File: src/rtl/mmgn_pkg.sv
package mmgn_pkg;

  // Sample and result widths
  localparam int SAMPLE_WIDTH = 16;
  localparam int GREY_W       = 8;

  // Widths of the scaling datapath
  localparam int SPAN_W = SAMPLE_WIDTH + 1;   // max - min, and sample - min
  localparam int NUM_W  = SPAN_W + GREY_W;    // 255 * (sample - min)
  localparam int DIV_W  = NUM_W + 2;          // 2*num + span, and 2*span shifted
  localparam int QUO_W  = GREY_W + 1;         // quotient bits produced by the divider
  localparam int STEP_W = $clog2(QUO_W);      // divider step counter

  // Reset values of the running extremes
  localparam logic signed [SAMPLE_WIDTH-1:0] SAMPLE_MAX = {1'b0, {(SAMPLE_WIDTH-1){1'b1}}};
  localparam logic signed [SAMPLE_WIDTH-1:0] SAMPLE_MIN = {1'b1, {(SAMPLE_WIDTH-1){1'b0}}};

  localparam logic [GREY_W-1:0] GREY_FULL = {GREY_W{1'b1}};
  localparam logic [GREY_W-1:0] GREY_ZERO = '0;

  // Item commands
  typedef enum logic [1:0] {
    CMD_RESTART = 2'd0,
    CMD_MEASURE = 2'd1,
    CMD_SCALE   = 2'd2
  } cmd_t;

endpackage

File: src/rtl/minmax_grey_normalizer_top.sv
// Min-max grey normaliser. Each item carries a command and a signed sample:
// restart returns the stored extremes to their reset values (minimum at the
// most positive, maximum at the most negative sample), measure folds the
// sample into the minimum and maximum, and scale returns
// grey = round(255 * (sample - min) / (max - min)), rounding half up, clamped
// to 0..255, and 0 when max <= min. Every item gives exactly one result with
// the grey level (0 unless scaling) and the extremes as they stand after it.
// One item is worked on at a time. Restart, measure, unused commands and
// out-of-range scales go straight from the execute to the done state; an
// in-range scale passes the prepare and divide states, where the nine-step
// restoring divider forms the rounded quotient. The next item can be
// accepted from the cycle after the result is loaded. A result waits in
// the output register while the next item is accepted.
module minmax_grey_normalizer_top (
  input  logic                                      clk,
  input  logic                                      rst,
  input  logic                                      in_valid,
  output logic                                      in_ready,
  input  logic [1:0]                                command,
  input  logic signed [mmgn_pkg::SAMPLE_WIDTH-1:0]  sample,
  output logic                                      out_valid,
  input  logic                                      out_ready,
  output logic [mmgn_pkg::GREY_W-1:0]               grey_level,
  output logic signed [mmgn_pkg::SAMPLE_WIDTH-1:0]  lowest_seen,
  output logic signed [mmgn_pkg::SAMPLE_WIDTH-1:0]  highest_seen
);

  typedef enum logic [2:0] {
    S_IDLE,
    S_EXEC,
    S_PREP,
    S_DIV,
    S_DONE
  } state_t;

  state_t                                   state;
  logic [1:0]                               cmd;
  logic signed [mmgn_pkg::SAMPLE_WIDTH-1:0] val;
  logic signed [mmgn_pkg::SAMPLE_WIDTH-1:0] lo;
  logic signed [mmgn_pkg::SAMPLE_WIDTH-1:0] hi;
  logic [mmgn_pkg::SPAN_W-1:0]              diff;
  logic [mmgn_pkg::SPAN_W-1:0]              span;
  logic [mmgn_pkg::GREY_W-1:0]              grey;

  logic [mmgn_pkg::SPAN_W-1:0]              diff_next;
  logic [mmgn_pkg::SPAN_W-1:0]              span_next;
  logic [mmgn_pkg::NUM_W-1:0]               num;
  logic [mmgn_pkg::DIV_W-1:0]               dividend;
  logic [mmgn_pkg::DIV_W-1:0]               divisor;
  logic                                     div_start;
  logic                                     div_done;
  logic [mmgn_pkg::QUO_W-1:0]               quotient;
  logic                                     out_free;

  assign in_ready = (state == S_IDLE);
  assign out_free = !out_valid || out_ready;

  // Offsets from the minimum, widened by one bit
  assign diff_next = mmgn_pkg::SPAN_W'({val[mmgn_pkg::SAMPLE_WIDTH-1], val}
                                      - {lo[mmgn_pkg::SAMPLE_WIDTH-1], lo});
  assign span_next = mmgn_pkg::SPAN_W'({hi[mmgn_pkg::SAMPLE_WIDTH-1], hi}
                                      - {lo[mmgn_pkg::SAMPLE_WIDTH-1], lo});

  // Rounding divide operands: (2*255*diff + span) / (2*span)
  always_comb begin
    num      = (mmgn_pkg::NUM_W'(diff) << mmgn_pkg::GREY_W) - mmgn_pkg::NUM_W'(diff);
    dividend = {1'b0, num, 1'b0} + mmgn_pkg::DIV_W'(span);
    divisor  = mmgn_pkg::DIV_W'({span, 1'b0});
  end

  assign div_start = (state == S_PREP);

  mmgn_div u_div (
    .clk      (clk),
    .rst      (rst),
    .start    (div_start),
    .dividend (dividend),
    .divisor  (divisor),
    .done     (div_done),
    .quotient (quotient)
  );

  // Sequencer, extremes and output register
  always_ff @(posedge clk) begin
    if (rst) begin
      state     <= S_IDLE;
      lo        <= mmgn_pkg::SAMPLE_MAX;
      hi        <= mmgn_pkg::SAMPLE_MIN;
      out_valid <= 1'b0;
    end else begin
      // Drop a taken result unless a new one replaces it
      if (out_valid && out_ready && state != S_DONE) begin
        out_valid <= 1'b0;
      end
      unique case (state)
        S_IDLE: begin
          if (in_valid) begin
            cmd   <= command;
            val   <= sample;
            state <= S_EXEC;
          end
        end
        S_EXEC: begin
          priority if (cmd == mmgn_pkg::CMD_RESTART) begin
            lo    <= mmgn_pkg::SAMPLE_MAX;
            hi    <= mmgn_pkg::SAMPLE_MIN;
            grey  <= mmgn_pkg::GREY_ZERO;
            state <= S_DONE;
          end else if (cmd == mmgn_pkg::CMD_MEASURE) begin
            if (val > hi) begin
              hi <= val;
            end
            if (val < lo) begin
              lo <= val;
            end
            grey  <= mmgn_pkg::GREY_ZERO;
            state <= S_DONE;
          end else if (cmd == mmgn_pkg::CMD_SCALE) begin
            priority if (hi <= lo || val <= lo) begin
              grey  <= mmgn_pkg::GREY_ZERO;
              state <= S_DONE;
            end else if (val >= hi) begin
              grey  <= mmgn_pkg::GREY_FULL;
              state <= S_DONE;
            end else begin
              diff  <= diff_next;
              span  <= span_next;
              state <= S_PREP;
            end
          end else begin
            // unused command: report the extremes unchanged
            grey  <= mmgn_pkg::GREY_ZERO;
            state <= S_DONE;
          end
        end
        S_PREP: begin
          state <= S_DIV;
        end
        S_DIV: begin
          if (div_done) begin
            grey  <= quotient[mmgn_pkg::GREY_W-1:0];
            state <= S_DONE;
          end
        end
        S_DONE: begin
          if (out_free) begin
            grey_level   <= grey;
            lowest_seen  <= lo;
            highest_seen <= hi;
            out_valid    <= 1'b1;
            state        <= S_IDLE;
          end
        end
        default: begin
          state <= S_IDLE;
        end
      endcase
    end
  end

endmodule

File: src/rtl/mmgn_div.sv
module mmgn_div (
  input  logic                          clk,
  input  logic                          rst,
  input  logic                          start,
  input  logic [mmgn_pkg::DIV_W-1:0]    dividend,
  input  logic [mmgn_pkg::DIV_W-1:0]    divisor,
  output logic                          done,
  output logic [mmgn_pkg::QUO_W-1:0]    quotient
);

  logic                          running;
  logic [mmgn_pkg::STEP_W-1:0]   step;
  logic [mmgn_pkg::DIV_W-1:0]    rem;
  logic [mmgn_pkg::DIV_W-1:0]    dvs;
  logic                          fits;

  // One trial subtraction per cycle
  assign fits = (rem >= dvs);

  // Restoring divide, most significant quotient bit first
  always_ff @(posedge clk) begin
    if (rst) begin
      running <= 1'b0;
      done    <= 1'b0;
      step    <= '0;
    end else begin
      done <= 1'b0;
      if (start) begin
        running  <= 1'b1;
        step     <= '0;
        rem      <= dividend;
        dvs      <= divisor << (mmgn_pkg::QUO_W - 1);
        quotient <= '0;
      end else if (running) begin
        if (fits) begin
          rem <= rem - dvs;
        end
        quotient <= {quotient[mmgn_pkg::QUO_W-2:0], fits};
        dvs      <= dvs >> 1;
        step     <= step + 1'b1;
        if (step == mmgn_pkg::STEP_W'(mmgn_pkg::QUO_W - 1)) begin
          running <= 1'b0;
          done    <= 1'b1;
        end
      end
    end
  end

endmodule

File: config.mk
export PLATFORM = sky130hd
export DESIGN_NAME = minmax_grey_normalizer_top
export DESIGN_NICKNAME = d
export VERILOG_FILES = /design/src/rtl/mmgn_pkg.sv /design/src/rtl/minmax_grey_normalizer_top.sv /design/src/rtl/mmgn_div.sv
export SDC_FILE = /design/constraint.sdc
export NUM_CORES = 1
export LEC_CHECK = 0
export BUFFER_PORTS_ARGS = -buffer_cell sky130_fd_sc_hd__buf_2
export CORE_ASPECT_RATIO = 0.5
export CORE_MARGIN = 1
export CORE_UTILIZATION = 35
export CTS_BUF_LIST = sky130_fd_sc_hd__clkbuf_8
export DETAILED_ROUTE_END_ITERATION = 6
export MAX_ROUTING_LAYER = met4
export PLACE_DENSITY = 0.48
export SLEW_MARGIN = 30
export SYNTH_ARGS = -nofsm -noshare
export SYNTH_HDL_FRONTEND = slang
export SYNTH_SLANG_ARGS = --single-unit
File: constraint.sdc
create_clock -name clk -period 14.15 [get_ports clk]
set_input_delay 2.83 -clock clk [delete_from_list [all_inputs] [get_ports clk]]
set_output_delay 2.83 -clock clk [all_outputs]
set_load 0.05 [all_outputs]
==> reports/metrics.cfg, run 1 <==
[status]
status=complete, no violations

[clocking]
cts_setup_buffers=0
path_clk_slew_ns=0.06
cts_resized=0
cts_max_path_buffers=3
clk_latency_ns=0.54
htree_num_levels=2
clockRootBuffer=clkbuf_8
cts_tree=yes
cts_buffers=35
cts_sinks=203
cts_hold_buf=0

[placement]
numPortBuffers=63
pre_cts_slack_ns=8.93
place_hpwl_um=23400
gp_congestion=0.859

[finish]
syn2layout_area_growth_pct=12.9
register_area_um2=5680
fill_cells=3327
drive_above_1_share_pct=12.8
multi_input_area_um2=5990
final_nets=1397
diodes=0

[logic_synthesis]
syn_area_per_cell_um2=10.2
synth_flop_cell=edfxtp_1
synth_edf_count=161
synth_cells=1193
ys_ff_latch=203
ys_async_sr_fraction_pct=0
synthesis.area_um2=12100
synth_fa_ha_area_share_pct=11.3
ys_seq_area_share_pct=46.8
synth_nets=1322
yosys.area_share.simple_pct=14.5
synth_mux_area_share_pct=0.506
synth_xor_area_share_pct=6.07
synth_top_family_by_area=compound AO/OA/AOI/OAI gates
synth_cell_type_count=71
yosysWarnings=0
synth_compound_area_share_pct=16.7

[global_route]
gr-total-overflow=0
grt_pass1_wl_um=48400
grt_pass1_vias=8653
antenna_found_initial=0
grt_max_degree=76
track_usage_pct=18.1

[pwr]
total_leakage_power_nw=5.52
seqPwrFrac_pct=48.0
p_total_mw=1.46
intPower_mw=1.06
switching_share_pct=27.3
p_switching_mw=0.399
clkPwrFrac_pct=37.0
powerDensity_nw_per_um2=107
max-vdd-ir-drop_mv=0.0675
p_comb_share_pct=14.9

[setup_path]
worstSetupPathType=input port to flop
r2r_slack_ns=9.58
max_stage_delay_ns=0.63
crit_chain=buf_2 > nor2_4 > buf_4 > o21a_1 > buf_4
worst-path-buf-inv=3
cpMaxStageDelayCell=o21a_1
critical_path.top_delay_family=buffers and inverters
critPathMostFrequentCell=buf_4
cp.arrival_ns=4.82
crit_fanout=44
critPathCaptureType=flop
cp_data_required_time_ns=14.36
startpoint_type=input port

[detailed_routing]
dr.pass1.iters=4
viasPerCell=5.11
drt-wirelength-per-cell_um=17.6
ant_nets=0
route.detailed.drc=0
first_iter_violations=506
vias=8973
wirelength_um=31000

[sta]
fin_worst_skew_ns=0.0283
slew_headroom_pct=41.3
finalCritPeriodShare_pct=32.6
finalMaxSlewViolations=0
tns_ns=0
fin_ws_ns=9.54
rsz0062_at_grt=no
worstMarginPinSlew_ns=0.879
period_needed_ns=4.61
finalSetupViolCount=0
max_freq_ghz=0.217
final_hold_viol_count=0

[floorplan]
initial_core_util_pct=36.1
io_pins=64
core_um2=33600
num_rows=47
die_w_um=265
die_height_um=134
die-area_um2=35400

[hold_path]
hold_class=flop to flop

[flow_run]
max_cap_violations=0

## power by group through the flow
| stage | combinational [mW] | clock [mW] | sequential, mW |
|---|---|---|---|
| after global placement | 0.213 | 0 | 0.713 |
| after detailed placement | 0.218 | 0 | 0.713 |
| after CTS | 0.220 | 0.559 | 0.701 |
| final | 0.218 | 0.540 | 0.701 |
| after global routing | 0.244 | 0.583 | 0.703 |
| after floorplan | 0.154 | 0 | 0.715 |
## kinds of logic after synthesis
| group | after synthesis |
|---|---|
| xor gates and xnor gates | 84 |
| AOI/OAI and AO/OA | 308 |
| adders and majority gates | 107 |
| and+or+nand+nor | 351 |
| DFF | 203 |
| buffers and inverters | 134 |
| muxes | 6 |
## metrics by stage
stage | hold slack [ns] | instance area [um^2] | instances | utilization [%]
final | 0.424 | 13700 | 1756 | 40.8
after global routing | 0.433 | 13700 | 1756 | 40.8
after CTS | 0.427 | 13700 | 1756 | 40.7
after detailed placement | 0.412 | 13000 | 1696 | 38.7
after global placement | 0.404 | 13000 | 1696 | 38.7
after floorplan | 0.400 | 12100 | 1193 | -
## routing by layer
metal	global-route usage [%]	part of all wire, %	vias up
met5	-	0	-
met4	4.85	1.9	0
met3	3.03	3.8	46
met2	25.2	41	158
met1	26.7	54	4289
li1	-	-	4480
## placed cells by master, fill, tap and decap left out, types with 5 or more instances in the layout
| cell type | instances |
|---|---|
| xor2_1 | 24 |
| a21oi_1 | 83 |
| ha_1 | 103 |
| o211ai_1 | 12 |
| or2_2 | 5 |
| xnor2_1 | 60 |
| a31oi_1 | 9 |
| clkbuf_8 | 37 |
| or3_1 | 10 |
| buf_4 | 7 |
| nor2b_1 | 13 |
| inv_1 | 113 |
| dfxtp_1 | 42 |
| mux2i_1 | 5 |
| nor3_1 | 38 |
| a21o_1 | 36 |
| o21bai_1 | 21 |
| nand3_1 | 18 |
| a211oi_1 | 9 |
| nor4_1 | 5 |
| nand2b_1 | 19 |
| nand4_1 | 14 |
| o21ai_0 | 69 |
| nand2_1 | 85 |
| or3b_2 | 14 |
| and2_1 | 13 |
| nor2_1 | 94 |
| o21a_1 | 12 |
| buf_2 | 63 |
| a31o_2 | 10 |
| edfxtp_1 | 161 |
## registers in the layout, indices dropped and copies added, names as in the netlist
register and count:
lowest_seen 16, u_div.running 1, u_div.done 1, hi 16, u_div.dvs 26, lo 16
val 16, grey 8, highest_seen 16, diff 17, span 17, grey_level 8
u_div.quotient 8, out_valid 1, u_div.step 4, state 3, cmd 2, u_div.rem 27
## worst paths after layout
check / endpoint / depth (start not counted) / start
max: u_div.rem[3] / 5 / rst
min: grey_level[7] / 0 / grey[7]
min reg2reg: grey_level[7] / 0 / grey[7]
max reg2reg: u_div.rem[24] / 13 / diff[2]
## synthesized netlist by cell type, drive strengths merged, types with 3 or more instances
cell type	count	area, um^2
o21a	12	90.1
o311ai	5	43.8
and3	4	25.0
dfxtp	42	841
a2111oi	3	46.3
edfxtp	161	4830
inv	102	383
nor2	97	372
nor2b	13	81.3
ha	103	1290
o21bai	22	165
xnor2	60	526
clkbuf	28	105
or3	10	62.6
nand2b	19	119
buf	4	16.3
nand4	14	87.6
nand2	86	325
o2111ai	3	26.3
a21o	36	270
nor4	6	37.5
a211o	3	26.3
o211ai	13	103
fa	4	80.1
mux2i	5	50.1
o21ai	72	364
a211oi	9	67.6
and2	13	81.3
or2	6	40.0
or3b	14	123
nor3	39	206
a21boi	9	71.3
nand3	18	90.1
xor2	24	210
a31o	10	87.6
a31oi	9	56.3
a21oi	85	429
o31ai	3	22.5
nor3b	4	30.0
## cell type report
class / count / area share [%]
Clock buffer: 37 / 3.72
Clock inverter: 23 / 1.27
Inverter: 102 / 2.80
Multi-Input combinational cell: 856 / 43.8
Sequential cell: 203 / 41.5
Tap cell: 465 / 4.25
Timing Repair Buffer: 70 / 2.69
(Power assumes the default switching activity.)
==> run 2: changes to the inputs <==
--- a/config.mk
+++ b/config.mk
@@ -12,7 +12,7 @@
 export CTS_BUF_LIST = sky130_fd_sc_hd__clkbuf_8
 export DETAILED_ROUTE_END_ITERATION = 6
 export MAX_ROUTING_LAYER = met4
-export PLACE_DENSITY = 0.48
+export PLACE_DENSITY = 0.49
 export SLEW_MARGIN = 30
 export SYNTH_ARGS = -nofsm -noshare
 export SYNTH_HDL_FRONTEND = slang
==> constraint.sdc (replaced) <==
create_clock -name clk -period 4 [get_ports clk]
set_input_delay 0.8 -clock clk [delete_from_list [all_inputs] [get_ports clk]]
set_output_delay 0.8 -clock clk [all_outputs]
set_load 0.05 [all_outputs]
==> run 2 against run 1 <==
Net effect:
- clock-buffer cell count increased by 2
- critical path depth increased by 11
- setup slack got worse by 9.4 ns
- clock skew increased by 0.0095 ns
- power increased to 3.6 times the previous value
- via count increased by 1.1%
- wire length increased by 0.44%
==> reports/metrics.cfg, run 2 (synthesis results as in run 1) <==
[placement]
pre_cts_slack_ns=-0.0495  ; -8.98 ns
gp_congestion=0.886  ; +3.0%
place_hpwl_um=23400  ; -0.33%
numPortBuffers=63  ; unchanged

[setup_path]
reg2regPathDepth=16  ; +3
startpoint_type=flop
worstSetupPathType=flop to flop
worst-path-buf-inv=0  ; -3
r2r_end=u_div.rem[23]
crit_fanout=5  ; -89%
cp_data_required_time_ns=4.22  ; -10.14 ns
cp.arrival_ns=4.10  ; -0.72 ns
max_stage_delay_ns=0.49  ; -0.14 ns
r2r_slack_ns=0.12  ; -9.46 ns
critPathCaptureType=flop
critical_path.top_delay_family=simple AND/OR/NAND/NOR gates
cpMaxStageDelayCell=or4_4
crit_chain=or4_4 > nor2_4 > nand3_1 > o21ai_1 > xor2_1 > ha_1 > and3_4 > o21ai_2 > o21ai_2 > o311ai_2 > o211ai_1 > and3_1 > o211ai_2 > mux2_4 > o211ai_1 > nand4_1
r2r-start=diff[0]

[floorplan]
core_um2=33600  ; unchanged
initial_core_util_pct=36.1  ; unchanged
io_pins=64  ; unchanged
num_rows=47  ; unchanged
die_height_um=134  ; unchanged
die_w_um=265  ; unchanged
die-area_um2=35400  ; unchanged

[finish]
final_nets=1426  ; +2.1%
diodes=0  ; unchanged
drive_above_1_share_pct=16.7  ; +3.9 points
register_area_um2=5680  ; unchanged
largest_reg_flops=27  ; unchanged
syn2layout_area_growth_pct=16.7
multi_input_area_um2=6140  ; +2.4%
fill_cells=3291  ; -1.1%
layout_commonest_cell=edfxtp_1
reg_top3=u_div.rem: 27 flops, u_div.dvs: 26 flops
layout_common_cells=161 x edfxtp_1, 106 x inv_1, 99 x ha_1, 92 x nor2_1, 85 x nand2_1
top_register=u_div.rem

[status]
status=complete, no violations

[sta]
finalCritPeriodShare_pct=97.0
final_hold_viol_count=0  ; unchanged
fin_worst_skew_ns=0.0377  ; +0.00947 ns
rsz0062_at_grt=yes
tns_ns=0  ; unchanged
period_needed_ns=3.88
finalSetupViolCount=0  ; unchanged
worstMarginPinSlew_ns=0.932  ; +0.0537 ns
slew_headroom_pct=37.7  ; -3.6 points
finalMaxSlewViolations=0  ; unchanged
max_freq_ghz=0.258
fin_ws_ns=0.118  ; -9.42 ns

[pwr]
max-vdd-ir-drop_mv=0.259  ; +280%
switching_share_pct=26.8  ; -0.54 points
p_comb_share_pct=14.6  ; -0.3 points
clkPwrFrac_pct=38.4  ; +1.4 points
powerDensity_nw_per_um2=373  ; +250%
total_leakage_power_nw=5.70  ; +3.3%
p_switching_mw=1.41  ; +250%
intPower_mw=3.86  ; +260%
seqPwrFrac_pct=47.0  ; -1.0 points

[hold_path]
whs_endpoint=grey_level[4]
min_path_cells=0  ; unchanged
worst_hold_startpoint=grey[4]
hold_class=flop to flop

[detailed_routing]
dr.pass1.iters=4  ; unchanged
drt-wirelength-per-cell_um=17.4  ; -1.2%
route.detailed.drc=0  ; unchanged
viasPerCell=5.08  ; -0.63%
first_iter_violations=599  ; +18%
vias=9069  ; +1.1%
wirelength_um=31100  ; +0.44%
ant_nets=0  ; unchanged

[clocking]
path_clk_slew_ns=0.06  ; about the same
htree_num_levels=2  ; unchanged
clk_latency_ns=0.54  ; about the same
cts_tree=yes
cts_max_path_buffers=3  ; unchanged
cts_sinks=203  ; unchanged
clockRootBuffer=clkbuf_8
cts_buffers=34  ; -2.9%

[global_route]
grt_max_degree=77  ; +1.3%
gr-total-overflow=0  ; unchanged
track_usage_pct=18.1  ; +0.051 points
grt_pass1_wl_um=48700  ; +0.77%
antenna_found_initial=0  ; unchanged
grt_pass1_vias=8622  ; -0.36%

[flow_run]
max_cap_violations=0  ; unchanged

run 2: final cells by class:
type | count | share of cell area [%]
tap | 465 | 4.11
inverter | 102 | 2.71
multi-input combinational | 856 | 43.4
clock inverter | 21 | 1.42
clock buffer | 39 | 3.79
timing repair buffer | 100 | 4.48
sequential | 203 | 40.1
run 2: how the worst max path moves through the flow:
stage               endpoint  depth (start not counted)     from
2_1_floorplan  u_div.rem[23]                         14  diff[3]
3_3_place_gp   u_div.rem[23]                         14  diff[1]
3_5_place_dp   u_div.rem[23]                         16  diff[1]
4_1_cts        u_div.rem[23]                         13  diff[0]
5_1_grt        u_div.rem[24]                         14  diff[0]
6_report       u_div.rem[23]                         16  diff[0]
run 2: repair_timing:
item,4_1_cts,5_1_grt
hold buffers,0,0
cloned,0,0
resized for setup,2,31
setup buffers,4,9
pin swaps,2,15
endpoints found under the setup margin,1,7
run 2: worst register-to-register path: stages, from the launching register on:
cell and delay, ns:
edfxtp_1 0.48, or4_4 0.49, nor2_4 0.12, nand3_1 0.11
o21ai_1 0.13, xor2_1 0.09, ha_1 0.35, and3_4 0.21
o21ai_2 0.06, o21ai_2 0.18, o311ai_2 0.11, o211ai_1 0.28
and3_1 0.23, o211ai_2 0.12, mux2_4 0.32, o211ai_1 0.16
nand4_1 0.12
run 2: stage by stage:
| step | total power [mW] | instances | hold WS, ns | util, % | instance area [um^2] |
|---|---|---|---|---|---|
| detailed placement | 3.29 | 1713 | 0.407 | 39.2 | 13100 |
| global route | 5.55 | 1786 | 0.396 | 42.1 | 14100 |
| CTS | 5.35 | 1777 | 0.394 | 41.4 | 13900 |
| global placement | 3.28 | 1713 | 0.402 | 39.2 | 13100 |
| finish | 5.27 | 1786 | 0.420 | 42.1 | 14100 |
| floorplan | 3.07 | 1193 | 0.400 | - | 12100 |
run 2: power by group through the flow:
stage | clock [mW] | sequential (mW) | combinational [mW]
after global routing | 2.20 | 2.49 | 0.863
after global placement | 0 | 2.52 | 0.759
after detailed placement | 0 | 2.52 | 0.770
after CTS | 2.10 | 2.48 | 0.775
after floorplan | 0 | 2.53 | 0.546
final | 2.03 | 2.48 | 0.769
run 2: routing by layer:
metal	vias up	wire, um	global-route usage, %
met3	39	1210	2.96
met4	0	464	4.30
met5	-	0	-
met1	4327	16800	27.1
met2	168	12700	25.2
li1	4535	-	-
